## config.mk

```make
export PLATFORM = sky130hd
export DESIGN_NAME = url_field_tagger_core
export DESIGN_NICKNAME = d
export VERILOG_FILES = /design/src/design/uft_pkg.sv /design/src/design/uft_step.sv /design/src/design/url_field_tagger_core.sv
export SDC_FILE = /design/constraint.sdc
export NUM_CORES = 1
export LEC_CHECK = 0
export BUFFER_PORTS_ARGS = -buffer_cell sky130_fd_sc_hd__buf_2
export CORE_ASPECT_RATIO = 0.7
export CORE_MARGIN = 2
export CORE_UTILIZATION = 35
export DETAILED_ROUTE_END_ITERATION = 7
export MAX_ROUTING_LAYER = met4
export SYNTH_ARGS = -nofsm -noshare
export SYNTH_HDL_FRONTEND = slang
export SYNTH_SLANG_ARGS = --single-unit
```

## constraint.sdc

```tcl
create_clock -name clk_i -period 2.3 [get_ports clk_i]
set_input_delay 0.345 -clock clk_i [delete_from_list [all_inputs] [get_ports clk_i]]
set_output_delay 0.345 -clock clk_i [all_outputs]
set_load 0.03 [all_outputs]
```

## src/design/uft_pkg.sv

```systemverilog
// shared types, phase/tag/error codes and scheme word tables for the url field tagger
// no dependencies; imported by uft_step, url_field_tagger_core and uft_checker
package uft_pkg;

  // parse phases
  localparam logic [3:0] PhScheme    = 4'd0;
  localparam logic [3:0] PhSlash1    = 4'd1;
  localparam logic [3:0] PhSlash2    = 4'd2;
  localparam logic [3:0] PhHost      = 4'd3;
  localparam logic [3:0] PhPort      = 4'd4;
  localparam logic [3:0] PhPath      = 4'd5;
  localparam logic [3:0] PhMisc      = 4'd6;
  localparam logic [3:0] PhErrScheme = 4'd7;
  localparam logic [3:0] PhErrFormat = 4'd8;

  // field tags
  localparam logic [2:0] TagScheme  = 3'd0;
  localparam logic [2:0] TagDelim   = 3'd1;
  localparam logic [2:0] TagHost    = 3'd2;
  localparam logic [2:0] TagPort    = 3'd3;
  localparam logic [2:0] TagPath    = 3'd4;
  localparam logic [2:0] TagMisc    = 3'd5;
  localparam logic [2:0] TagIgnored = 3'd6;

  // error codes
  localparam logic [1:0] ErrNone   = 2'd0;
  localparam logic [1:0] ErrScheme = 2'd1;
  localparam logic [1:0] ErrFormat = 2'd2;

  // characters of interest
  localparam logic [7:0] ChColon = 8'h3a;
  localparam logic [7:0] ChSlash = 8'h2f;
  localparam logic [7:0] ChAt    = 8'h40;
  localparam logic [7:0] ChPlus  = 8'h2b;
  localparam logic [7:0] ChDot   = 8'h2e;
  localparam logic [7:0] ChMinus = 8'h2d;
  localparam logic [7:0] ChLowA  = 8'h61;
  localparam logic [7:0] ChLowZ  = 8'h7a;
  localparam logic [7:0] ChUpA   = 8'h41;
  localparam logic [7:0] ChUpZ   = 8'h5a;
  localparam logic [7:0] CaseOffset   = 8'h20;
  localparam logic [7:0] PrintableLow = 8'h20;
  localparam logic [7:0] PrintableEnd = 8'h7f;

  localparam logic [2:0] MailtoLen = 3'd6;
  localparam logic [2:0] NewsLen   = 3'd4;
  localparam logic [2:0] LenMax    = 3'd7;

  typedef struct packed {
    logic [7:0] ch;
    logic       first;
  } uft_in_t;

  typedef struct packed {
    logic [2:0] field_tag;
    logic [7:0] out_char;
    logic       promote_user;
    logic [1:0] error_code;
  } uft_out_t;

  typedef struct packed {
    logic [3:0] parse_phase;
    logic       user_seen;
    logic [2:0] scheme_length;
    logic       mailto_match;
    logic       news_match;
  } uft_state_t;

  localparam uft_state_t StateRestart = '{
    parse_phase:   PhScheme,
    user_seen:     1'b0,
    scheme_length: 3'd0,
    mailto_match:  1'b1,
    news_match:    1'b1
  };

  function automatic logic [7:0] mailto_char(input logic [2:0] idx);
    logic [7:0] c;
    case (idx)
      3'd0:    c = 8'h6d;  // m
      3'd1:    c = 8'h61;  // a
      3'd2:    c = 8'h69;  // i
      3'd3:    c = 8'h6c;  // l
      3'd4:    c = 8'h74;  // t
      3'd5:    c = 8'h6f;  // o
      default: c = 8'h00;
    endcase
    return c;
  endfunction

  function automatic logic [7:0] news_char(input logic [1:0] idx);
    logic [7:0] c;
    case (idx)
      2'd0:    c = 8'h6e;  // n
      2'd1:    c = 8'h65;  // e
      2'd2:    c = 8'h77;  // w
      default: c = 8'h73;  // s
    endcase
    return c;
  endfunction

endpackage

```

## src/design/uft_step.sv

```systemverilog
// per-byte parse decision: next parse state and the tagged result for one byte
// depends on uft_pkg
module uft_step (
  input  uft_pkg::uft_state_t state_i,
  input  uft_pkg::uft_in_t    in_i,
  output uft_pkg::uft_state_t state_o,
  output uft_pkg::uft_out_t   out_o
);
  import uft_pkg::*;

  uft_state_t st;
  uft_state_t nxt;
  logic [7:0] ch;
  logic [7:0] oc;
  logic [2:0] tag;
  logic       promote;
  logic [1:0] err;
  logic       is_upper;
  logic       is_scheme_ch;
  logic       is_printable;

  assign ch = in_i.ch;
  assign is_upper = (ch >= ChUpA) && (ch <= ChUpZ);
  assign is_scheme_ch = (ch inside {[ChLowA:ChLowZ], [ChUpA:ChUpZ], ChPlus, ChDot, ChMinus});
  assign is_printable = (ch >= PrintableLow) && (ch < PrintableEnd);

  always_comb begin
    // a first byte sees the restart state, not what the last url left
    st      = in_i.first ? StateRestart : state_i;
    nxt     = st;
    tag     = TagIgnored;
    oc      = ch;
    promote = 1'b0;
    err     = ErrNone;

    case (st.parse_phase)
      PhScheme: begin
        if (ch == ChColon) begin
          tag = TagDelim;
          if ((st.mailto_match && st.scheme_length == MailtoLen) ||
              (st.news_match && st.scheme_length == NewsLen)) begin
            nxt.parse_phase = PhMisc;
          end else begin
            nxt.parse_phase = PhSlash1;
          end
        end else if (is_scheme_ch) begin
          if (is_upper) begin
            oc = ch + CaseOffset;
          end
          tag = TagScheme;
          if (!(st.scheme_length < MailtoLen && oc == mailto_char(st.scheme_length))) begin
            nxt.mailto_match = 1'b0;
          end
          if (!(st.scheme_length < NewsLen && oc == news_char(st.scheme_length[1:0]))) begin
            nxt.news_match = 1'b0;
          end
          if (st.scheme_length < LenMax) begin
            nxt.scheme_length = st.scheme_length + 3'd1;
          end
        end else begin
          nxt.parse_phase = PhErrScheme;
        end
      end
      PhSlash1, PhSlash2: begin
        if (ch == ChSlash) begin
          tag = TagDelim;
          nxt.parse_phase = (st.parse_phase == PhSlash1) ? PhSlash2 : PhHost;
        end else begin
          nxt.parse_phase = PhErrFormat;
        end
      end
      PhHost, PhPort: begin
        if (ch == ChColon && st.parse_phase == PhHost) begin
          tag = TagDelim;
          nxt.parse_phase = PhPort;
        end else if (ch == ChSlash) begin
          tag = TagPath;
          nxt.parse_phase = PhPath;
        end else if (ch == ChAt) begin
          // a second '@' is a format error
          if (st.user_seen) begin
            nxt.parse_phase = PhErrFormat;
          end else begin
            nxt.user_seen   = 1'b1;
            tag             = TagDelim;
            promote         = 1'b1;
            nxt.parse_phase = PhHost;
          end
        end else if (is_printable) begin
          tag = (st.parse_phase == PhHost) ? TagHost : TagPort;
        end else begin
          nxt.parse_phase = PhErrFormat;
        end
      end
      PhPath:      tag = TagPath;
      PhMisc:      tag = TagMisc;
      PhErrScheme: tag = TagIgnored;
      default:     nxt.parse_phase = PhErrFormat;
    endcase

    if (nxt.parse_phase == PhErrScheme) begin
      tag = TagIgnored;
      err = ErrScheme;
    end else if (nxt.parse_phase == PhErrFormat) begin
      tag = TagIgnored;
      err = ErrFormat;
    end
  end

  assign state_o = nxt;
  assign out_o   = '{field_tag: tag, out_char: oc, promote_user: promote, error_code: err};

endmodule

```

## src/design/url_field_tagger_core.sv

```systemverilog
// top level of the url field tagger: parse state, output register and handshake
// depends on uft_pkg and uft_step
//
// The block takes one url byte per request and returns one tagged byte per request,
// in order. The parse decision for a byte is a single pass through uft_step
// between the parse state register and the result register, so a new byte is
// accepted every cycle while the result side keeps taking them.
// in_ready_o is high whenever the result register is empty or being emptied in the
// same cycle. Set first on the opening byte of each url to restart parsing.
module url_field_tagger_core (
  input  logic             clk_i,
  input  logic             rst_ni,
  input  logic             in_valid_i,
  output logic             in_ready_o,
  input  uft_pkg::uft_in_t in_data_i,
  output logic             out_valid_o,
  input  logic             out_ready_i,
  output uft_pkg::uft_out_t out_data_o
);
  import uft_pkg::*;

  uft_state_t state_q, state_d;
  uft_out_t   res_q, res_d;
  logic       out_valid_q;
  logic       in_fire;

  assign in_ready_o = !out_valid_q || out_ready_i;
  assign in_fire    = in_valid_i && in_ready_o;

  uft_step u_step (
    .state_i (state_q),
    .in_i    (in_data_i),
    .state_o (state_d),
    .out_o   (res_d)
  );

  always_ff @(posedge clk_i or negedge rst_ni) begin
    if (!rst_ni) begin
      state_q     <= StateRestart;
      out_valid_q <= 1'b0;
    end else begin
      if (in_fire) begin
        state_q <= state_d;
      end
      if (in_fire) begin
        out_valid_q <= 1'b1;
      end else if (out_ready_i) begin
        out_valid_q <= 1'b0;
      end
    end
  end

  // payload register, no reset needed
  always_ff @(posedge clk_i) begin
    if (in_fire) begin
      res_q <= res_d;
    end
  end

  assign out_valid_o = out_valid_q;
  assign out_data_o  = res_q;

endmodule

```

After elaboration in Yosys (flattened, before gate mapping):

Index checks and enable logic that the tools add are counted.

* flip-flop bits (word level): 25
* bits in latches: 0
* bits in writable memories: 0
* memory bits (read-only): 0
* memories kept: 0

* add/subtract/negate cells: 2
* $mul: 0
* divide/modulo/power cells: 0
* order comparisons: 9
* equality and inequality tests: 25
* shifts and indexed selects: 0
* muxes and demuxes: 51
* bitwise gates (word level): 2
* reduce and logical (&&, ||, !) cells: 22

Operator list (number)
* two-way mux 8 bit: 13
* case mux 7 bit (6 select lines): 1
* equality test 8 x 6 -> 1 bit (second input constant): 5
* two-way mux 4 bit: 8
* two-way mux 3 bit: 10
* equality test 4 x 3 -> 1 bit (second input constant): 5
* equality test 8 bit: 2
* greater-or-equal comparator 8 x 7 -> 1 bit (second input constant): 2
* <= comparator 8 x 7 -> 1 bit (second input constant): 2
* case mux 4 bit (4 select lines): 1
* two-way mux 5 bit: 3
* case mux 3 bit (5 select lines): 1
* case mux 5 bit (3 select lines): 1
* two-way mux 1 bit: 11
* two-way mux 10 bit: 1
* equality test 3 bit (second input constant): 3
* logical AND 1 bit: 9
* < comparator 3 bit (second input constant): 3
* adder 8 x 6 -> 8 bit (second input constant): 1
* equality test 4 x 2 -> 1 bit (second input constant): 2
* equality test 8 x 7 -> 1 bit (second input constant): 1
* greater-or-equal comparator 8 x 6 -> 1 bit (second input constant): 1
* < comparator 8 x 7 -> 1 bit (second input constant): 1
* equality test 3 x 2 -> 1 bit (second input constant): 2
* 18 further kinds: 22

Depth between registers and ports, before layout:

Gate-level depths: netlist (run 1).

* depth in word-level cells: 12
* gate-level depth with buffers: 10
* depth with buffers taken out: 9

By module:

Synthesis (run 1) repeated with hierarchy kept, for this count alone.

* cell total of the unflattened synthesis: 238
* area total of the unflattened synthesis: 2197.1 um^2

By module, submodules not included
* uft_step: times used 1, cells an instance 198, area each 1310.0 um^2, sequential area each 0.0 um^2
* url_field_tagger_core: times used 1, cells an instance 40, area each 887.1 um^2, sequential area each 698.2 um^2

Worst setup path before layout (run 1):

Ideal clock, no wire load.

* kind: input to register
* from: input in_data_i[0] in the netlist's numbering
* to: register state_q[1] in the netlist's numbering
* setup time: 89 ps
* arrival: 2147 ps
* path slack: 63 ps
* cell stages on the path: 10
* buffers on the path: 2
* cells stage by stage: buf_6 -> nor2b_1 -> clkbuf_1 -> inv_1 -> ha_1 -> or2_2 -> mux2_2 -> o221ai_1 -> o211ai_1 -> o32ai_2

* longest elaborated chain between the ends: 12

RTL lines
* start, declared: RTL line url_field_tagger_core.sv:15 `input uft_pkg::uft_in_t in_data_i,`
* two-way mux 10 bit *: RTL line uft_step.sv:29 `st = in_i.first ? StateRestart : state_i;`
* equality test 3 bit, or another cell as far along: RTL line uft_pkg.sv:79 `case (idx)`
* case mux 7 bit (6 select lines): RTL line uft_pkg.sv:79
* two-way mux 8 bit: RTL line uft_step.sv:46 `end else if (is_scheme_ch) begin`
* two-way mux 8 bit: RTL line uft_step.sv:38 `if (ch == ChColon) begin`
* two-way mux 8 bit: RTL line uft_step.sv:36 `case (st.parse_phase)`
* equality test 8 bit: RTL line uft_step.sv:51 `if (!(st.scheme_length < MailtoLen && oc == mailto_char(st.scheme_length))) begin`
* logical AND 1 bit: RTL line uft_step.sv:51
* two-way mux 1 bit: RTL line uft_step.sv:51
* two-way mux 5 bit: RTL line uft_step.sv:46
* two-way mux 5 bit: RTL line uft_step.sv:38
* two-way mux 5 bit *: RTL line uft_step.sv:36
* end signal, assigned: RTL line url_field_tagger_core.sv:39 `state_q <= StateRestart;`
* end signal, assigned: RTL line url_field_tagger_core.sv:43 `state_q <= state_d;`
* end, declared: RTL line url_field_tagger_core.sv:22 `uft_state_t state_q, state_d;`

Mark *: on every way between the ends. The rest lies on a longest branch, timed or not. The select of a mux whose other input is x is not followed.
A chain may end at the register's enable or synchronous reset.

Final worst setup path (run 1):

* from: register state_q[2] in the netlist's numbering
* to: register state_q[1] in the netlist's numbering

* longest elaborated chain between the ends: 12

RTL lines (RTL line)
* two-way mux 10 bit *: uft_step.sv:29
* equality test 3 bit, or another cell as far along: uft_pkg.sv:79
* case mux 7 bit (6 select lines): uft_pkg.sv:79
* two-way mux 8 bit: uft_step.sv:46
* two-way mux 8 bit: uft_step.sv:38
* two-way mux 8 bit: uft_step.sv:36
* equality test 8 bit: uft_step.sv:51
* logical AND 1 bit *: uft_step.sv:51
* two-way mux 1 bit *: uft_step.sv:51
* two-way mux 5 bit *: uft_step.sv:46
* two-way mux 5 bit *: uft_step.sv:38
* two-way mux 5 bit *: uft_step.sv:36

Marks and branches as above.

==> flow_summary_export.csv, run 1 <==
group,metric,value,unit
cells_and_area,finalCoreUtilization,44.8,%
cts,cts_buffer_depth,2,
die,core_area,0.00534,mm²
die,ios,29,
placement,dp_cells,330,
sta,setup_viol,0,
global_routing,grt_pass1_vias,1677,
synthesis,ys_top_cells_by_area,"edfxtp_1 (21%), dfrtp_1 (11%), ha_1 (5.1%)",
cells_and_area,layout.cells.non_filler,335,
critical_path,ff2ff_setup_slack,0.23,ns
critical_path,cp.required,2.49,ns
global_routing,grt_pass1_wl,8450,µm
critical_path,worst-r2r-cell-count,7,
sta,skew,0.00972,ns
cts,cts.repair.resized,0,
status,status,"complete, no violations",
power,peakVddDrop,0.344,mV
sta,finalHoldViolCount,0,
min_path,hold_path_class,"input port to flip-flop",
global_routing,antenna_found_initial,0,
critical_path,critPathCaptureType,"flip-flop",
sta,final_max_slew_viol_count,0,
critical_path,critPathLaunchType,"flip-flop",
placement,portBuffers,28,
die,start_util,37.0,%
sta,relSlewSlack,62.8,%
min_path,holdPathEnd,"out_valid_o",
die,rows,22,
cts,tritoncts,"built",
cells_and_area,multiInputGateArea,0.00113,mm²
synthesis,synth_seq_cells,25,
cells_and_area,layout-drive-gt1-share,30.4,%
synthesis,seq_area_frac_synth,35.3,%
route,finalWirelength,5270,µm
min_path,holdPathStages,2,
die,dieHeight,66.9,µm
flow_run,maxCapViolCount,0,
route,vias,1865,
sta,tightestPinTransition,0.558,ns
cells_and_area,layout_common_cells,"buf_4 (29), buf_2 (28), nor2_1 (18)",
critical_path,crit_fanout,6,
synthesis,yosys_warnings,0,
placement,dp_hpwl,4130,µm
critical_path,r2r_start,"state_q[2]",
sta,max_freq,482,MHz
route,first_pass_iters,4,
synthesis,synth_edf_count,14,
synthesis,synth_cell_types,63,
sta,period_share,90.1,%
global_routing,grt_max_degree,20,
synthesis,synth_flop_cell,"edfxtp_1",
power,p_total,1.71,mW
route,remaining_drc_errors,0,
global_routing,overflow,0,
synthesis,avgSynthCellArea,9.24,µm²
global_routing,gr-usage-all-layers,18.1,%
power,p_leak,0.982,nW
min_path,min_from,"in_valid_i",
cells_and_area,n_antenna_cell,0,
sta,layout_min_cycle_time,2.07,ns
synthesis,syn_area,0.00198,mm²
synthesis,synthesis.instances,214,
synthesis,synth_top_area_share,21.3,%
sta,rsz0062_at_grt,"false",
cells_and_area,nNetsFinal,285,
critical_path,crit_arrival,2.26,ns
cells_and_area,layout.area.seq,698,µm²
synthesis,synthArstFlopShare,44.0,%
critical_path,worstSetupPathType,"flip-flop to flip-flop",
synthesis,syn_nets,235,
critical_path,regToRegEndpoint,"state_q[1]",
cells_and_area,fillers,538,
cts,cts.sinks,25,
cts,root_buffer,"clkbuf_8",
cts,clkSlewWorstSetupHoldPaths,0.09,ns
power,p_per_area,717,mW/mm²
cts,cts_buffers,3,
die,die_area,0.00628,mm²
route,first_iter_violations,147,
route,final_antenna_net_count,0,
synthesis,yosys.area.top_type,"edfxtp_1",
cts,clock_latency,0.28,ns
placement,place_congestion,0.924,
route,wire_per_inst,15.7,µm
die,die_w,93.8,µm
cells_and_area,final_common_cell,"buf_4",
route,drt-vias-per-instance,5.57,
cts,postCtsSetupBuffers,0,
cells_and_area,syn_to_final_growth,20.9,%
cts,htree_num_levels,1,
==> cells by family after synthesis <==
| logic type | synth area share (%) |
|---|---|
| and+or+nand+nor | 23.4 |
| AOI/OAI and AO/OA | 23.4 |
| DFF | 35.3 |
| buffers and inverters | 7.47 |
| adders and majority gates | 5.06 |
| xor gates and xnor gates | 2.66 |
| muxes | 2.72 |
==> sequential cells by signal (all words and copies together) (netlist names) <==
name	flops
out_valid_o	1
state_q	10
out_data_o	14
==> layer usage <==
| metal | global-route usage [%] | part of all wire [%] | up-vias |
|---|---|---|---|
| met5 | - | 0 | - |
| met4 | 4.89 | 1.1 | 0 |
| met3 | 3.17 | 7.8 | 6 |
| met2 | 25.9 | 41 | 73 |
| met1 | 26.4 | 50 | 874 |
| li1 | - | - | 912 |
==> area by class of cell <==
class | instances | area share, %
clock inverters | 1 | 0.314
multi-input cells | 166 | 47.3
well taps | 72 | 3.77
repair buffers | 59 | 16.2
inverters | 9 | 1.41
flip-flops and latches | 25 | 29.2
clock buffers | 3 | 1.73
==> stage by stage <==
| stage | setup WS, ns | instance area, µm² | TNS, ns | hold slack, ns |
|---|---|---|---|---|
| 2_1_floorplan | 0.0634 | 1980 | 0 | 0.0494 |
| 3_5_place_dp | -0.00718 | 2330 | -0.00718 | 0.255 |
| 4_1_cts | 0.219 | 2390 | 0 | 0.272 |
| 6_report | 0.227 | 2390 | 0 | 0.279 |
| 5_1_grt | 0.115 | 2390 | 0 | 0.280 |
| 3_3_place_gp | -0.0131 | 2330 | -0.0131 | 0.253 |
==> critical path: stages, from the launching register on <==
cell and delay (ns):
dfrtp_1 0.35, nor2b_1 0.18, buf_4 0.17, ha_1 0.25
nand2_1 0.07, o32a_2 0.33, or4_1 0.43, o32ai_2 0.21
==> synthesized netlist by cell type, drive strengths merged, types with 3 or more instances <==
master and n:
nor2b 3, nor4 3, a221oi 3, nand2b 5
o21ai 8, o221ai 4, nor3 5, or3b 4
nand3 7, or2 6, nand2 16, or4 4
xnor2 3, dfrtp 9, edfxtp 14, xor2 3
o21bai 4, mux2 3, nor2 18, ha 8
inv 8, a31oi 3, o211ai 4, buf 12
a21oi 13, a211oi 3
==> repair_timing <==
action	CTS	global route
hold buffers	1	0
hold endpoints to repair	9	0
endpoints found under the setup margin	0	0
==> worst max path at each step <==
stage / start / to / slack, ns / cells after the start
3_3_place_gp: in_data_i[7] / out_data_o[13] / -0.01 / 6
2_1_floorplan: in_data_i[0] / state_q[1] / 0.06 / 10
6_report: state_q[2] / state_q[1] / 0.23 / 7
5_1_grt: state_q[8] / out_data_o[10] / 0.12 / 6
3_5_place_dp: in_data_i[7] / out_data_o[13] / -0.007 / 6
4_1_cts: state_q[2] / state_q[1] / 0.22 / 7
==> report_power, final <==
part,switching (mW),total (mW),internal [mW]
registers,0.0564,0.621,0.565
logic,0.457,0.818,0.361
clock network,0.151,0.274,0.123
Power figures use the tool's default switching activity.
==> run 2, diff against run 1 <==
Settings changed: CORE_ASPECT_RATIO 0.7 to 1.5.
==> run 2 against run 1 <==
Clock skew shrank 0.0045 ns; first-iteration DRC count shrank 46%; worst setup slack lost 0.062 ns; utilization shrank 0.97 points; worst hold slack lost 0.0040 ns; sequential power grew 0.8%; clock power shrank 3%; combinational power shrank 1%; global-route usage grew 1.1 points; wire length grew 3.2%; largest power group unchanged.
==> flow_summary_export.csv, run 2 (same netlist as run 1, synthesis figures left out) <==
group,metric,value,unit
critical_path,regToRegEndpoint,"state_q[1]",
cells_and_area,syn_to_final_growth,20.7,%
global_routing,grt_max_degree,19,
min_path,holdPathEnd,"out_valid_o",
route,drt-vias-per-instance,5.64,
power,p_int,1.04,mW
cts,cts_buffer_depth,2,
critical_path,critPathCaptureType,"flip-flop",
power,p_sw,657,µW
die,rows,33,
route,first_pass_iters,4,
sta,final_max_slew_viol_count,0,
sta,finalHoldViolCount,0,
critical_path,crit_fanout,3,
route,finalWirelength,5440,µm
cts,clock_latency,0.27,ns
cts,clkSlewWorstSetupHoldPaths,0.09,ns
cts,cts_buffers,3,
sta,rsz0062_at_grt,"false",
global_routing,overflow,0,
cells_and_area,largest_reg_flops,14,
sta,tightestPinTransition,0.658,ns
die,die_area,0.00628,mm²
die,core_area,0.00545,mm²
flow_run,maxCapViolCount,0,
placement,dp_hpwl,4320,µm
placement,placed_cell_area,0.00233,mm²
cts,root_buffer,"clkbuf_8",
power,peakVddDrop,0.251,mV
sta,setup_viol,0,
sta,period_share,92.8,%
global_routing,grt_pass1_vias,1802,
cells_and_area,fillers,580,
cells_and_area,nNetsFinal,287,
global_routing,antenna_found_initial,0,
status,status,"complete, no violations",
route,final_antenna_net_count,0,
global_routing,grt_pass1_wl,8890,µm
cts,tritoncts,"built",
die,start_util,36.3,%
cells_and_area,layout-drive-gt1-share,30.6,%
critical_path,cp.required,2.48,ns
die,die_w,65.4,µm
route,remaining_drc_errors,0,
die,dieHeight,96.0,µm
sta,max_freq,468,MHz
cells_and_area,final_area,0.00239,mm²
placement,place_congestion,0.957,
power,p_comb_share,47.5,%
placement,portBuffers,28,
sta,worst_hold_slack,0.275,ns
route,wire_per_inst,16.2,µm
critical_path,crit_arrival,2.32,ns
critical_path,r2r_start,"state_q[2]",
power,pwr-share-seq,36.8,%
min_path,hold_path_class,"input port to flip-flop",
die,ios,29,
sta,layout_min_cycle_time,2.14,ns
cts,cts.repair.resized,0,
route,first_iter_violations,79,
power,p_leak,0.987,nW
critical_path,worst-r2r-cell-count,8,
critical_path,worstSetupPathType,"flip-flop to flip-flop",
sta,skew,0.00525,ns
power,p_per_area,713,mW/mm²
cts,postCtsSetupBuffers,0,
min_path,min_from,"in_valid_i",
global_routing,gr-usage-all-layers,19.2,%
min_path,holdPathStages,2,
critical_path,critPathLaunchType,"flip-flop",
cells_and_area,layout_common_cells,"buf_4 (32), buf_2 (28), nor2_1 (18)",
cts,htree_num_levels,1,
cts,cts.sinks,25,
cells_and_area,final_common_cell,"buf_4",
power,p_clk_share,15.7,%
route,vias,1889,
critical_path,ff2ff_setup_slack,0.16,ns
power,swShare,38.6,%
sta,relSlewSlack,55.5,%
cells_and_area,n_antenna_cell,0,
-- run 2: cell count changes in the layout (fill, tap and decap cells not counted), sizes merged --
cell	previous run	this run
clkinvlp	1	0
buf	58	60
clkbuf	3	4
-- run 2: power by group through the flow --
stage / Sequential [mW] / Combinational [mW] / Clock [mW]
2_1_floorplan: 0.681 / 0.503 / 0
3_3_place_gp: 0.635 / 0.805 / 0
3_5_place_dp: 0.636 / 0.805 / 0
4_1_cts: 0.626 / 0.810 / 0.275
5_1_grt: 0.639 / 0.897 / 0.294
6_report: 0.626 / 0.808 / 0.267
-- run 2: timing repair --
| item | CTS | global route |
|---|---|---|
| hold buffers | 1 | 0 |
| endpoints found under the setup margin | 0 | 0 |
| hold endpoints to repair | 9 | 0 |
-- run 2: metrics by stage --
| stage | worst slack [ns] | util (%) | std cells | total power [mW] | TNS (ns) |
|---|---|---|---|---|---|
| 2_1_floorplan | 0.0634 | - | 214 | 1.18 | 0 |
| 3_3_place_gp | 0.0286 | 42.8 | 330 | 1.44 | 0 |
| 3_5_place_dp | -0.00376 | 42.8 | 330 | 1.44 | -0.00376 |
| 4_1_cts | 0.145 | 43.8 | 335 | 1.71 | 0 |
| 5_1_grt | 0.0141 | 43.8 | 335 | 1.83 | 0 |
| 6_report | 0.164 | 43.8 | 335 | 1.70 | 0 |
-- run 2: final cells by class --
| class | count | area [µm²] | share of cell area [%] |
|---|---|---|---|
| inverters | 9 | 33.8 | 1.42 |
| well taps | 70 | 87.6 | 3.67 |
| multi-input cells | 166 | 1130 | 47.4 |
| flip-flops and latches | 25 | 698 | 29.3 |
| repair buffers | 61 | 390 | 16.4 |
| clock buffers | 4 | 45.0 | 1.89 |
-- run 2: critical path, stage by stage, from the launching register on --
cell and delay [ns]:
dfrtp_1 0.35, nor2b_1 0.20, inv_1 0.12, ha_1 0.22, or2_2 0.30, mux2_2 0.29, o221ai_1 0.16, o211ai_1 0.13
o32ai_2 0.27
-- run 2: metal layers --
layer / share of wire (%) / routed length [µm] / track usage, % / up-vias
met5: 0 / 0 / - / -
met4: 1.7 / 91 / 7.81 / 0
met3: 2.8 / 154 / 1.29 / 6
met2: 56 / 3070 / 35.9 / 46
met1: 39 / 2130 / 20.9 / 922
li1: - / - / - / 915
-- run 2: worst max path at each step --
| stage | start | to | slack, ns |
|---|---|---|---|
| after CTS | state_q[2] | state_q[1] | 0.14 |
| final | state_q[2] | state_q[1] | 0.16 |
| after floorplan | in_data_i[0] | state_q[1] | 0.06 |
| after global routing | state_q[2] | state_q[1] | 0.01 |
| after detailed placement | in_data_i[1] | out_data_o[13] | -0.004 |
| after global placement | in_data_i[1] | out_data_o[13] | 0.03 |
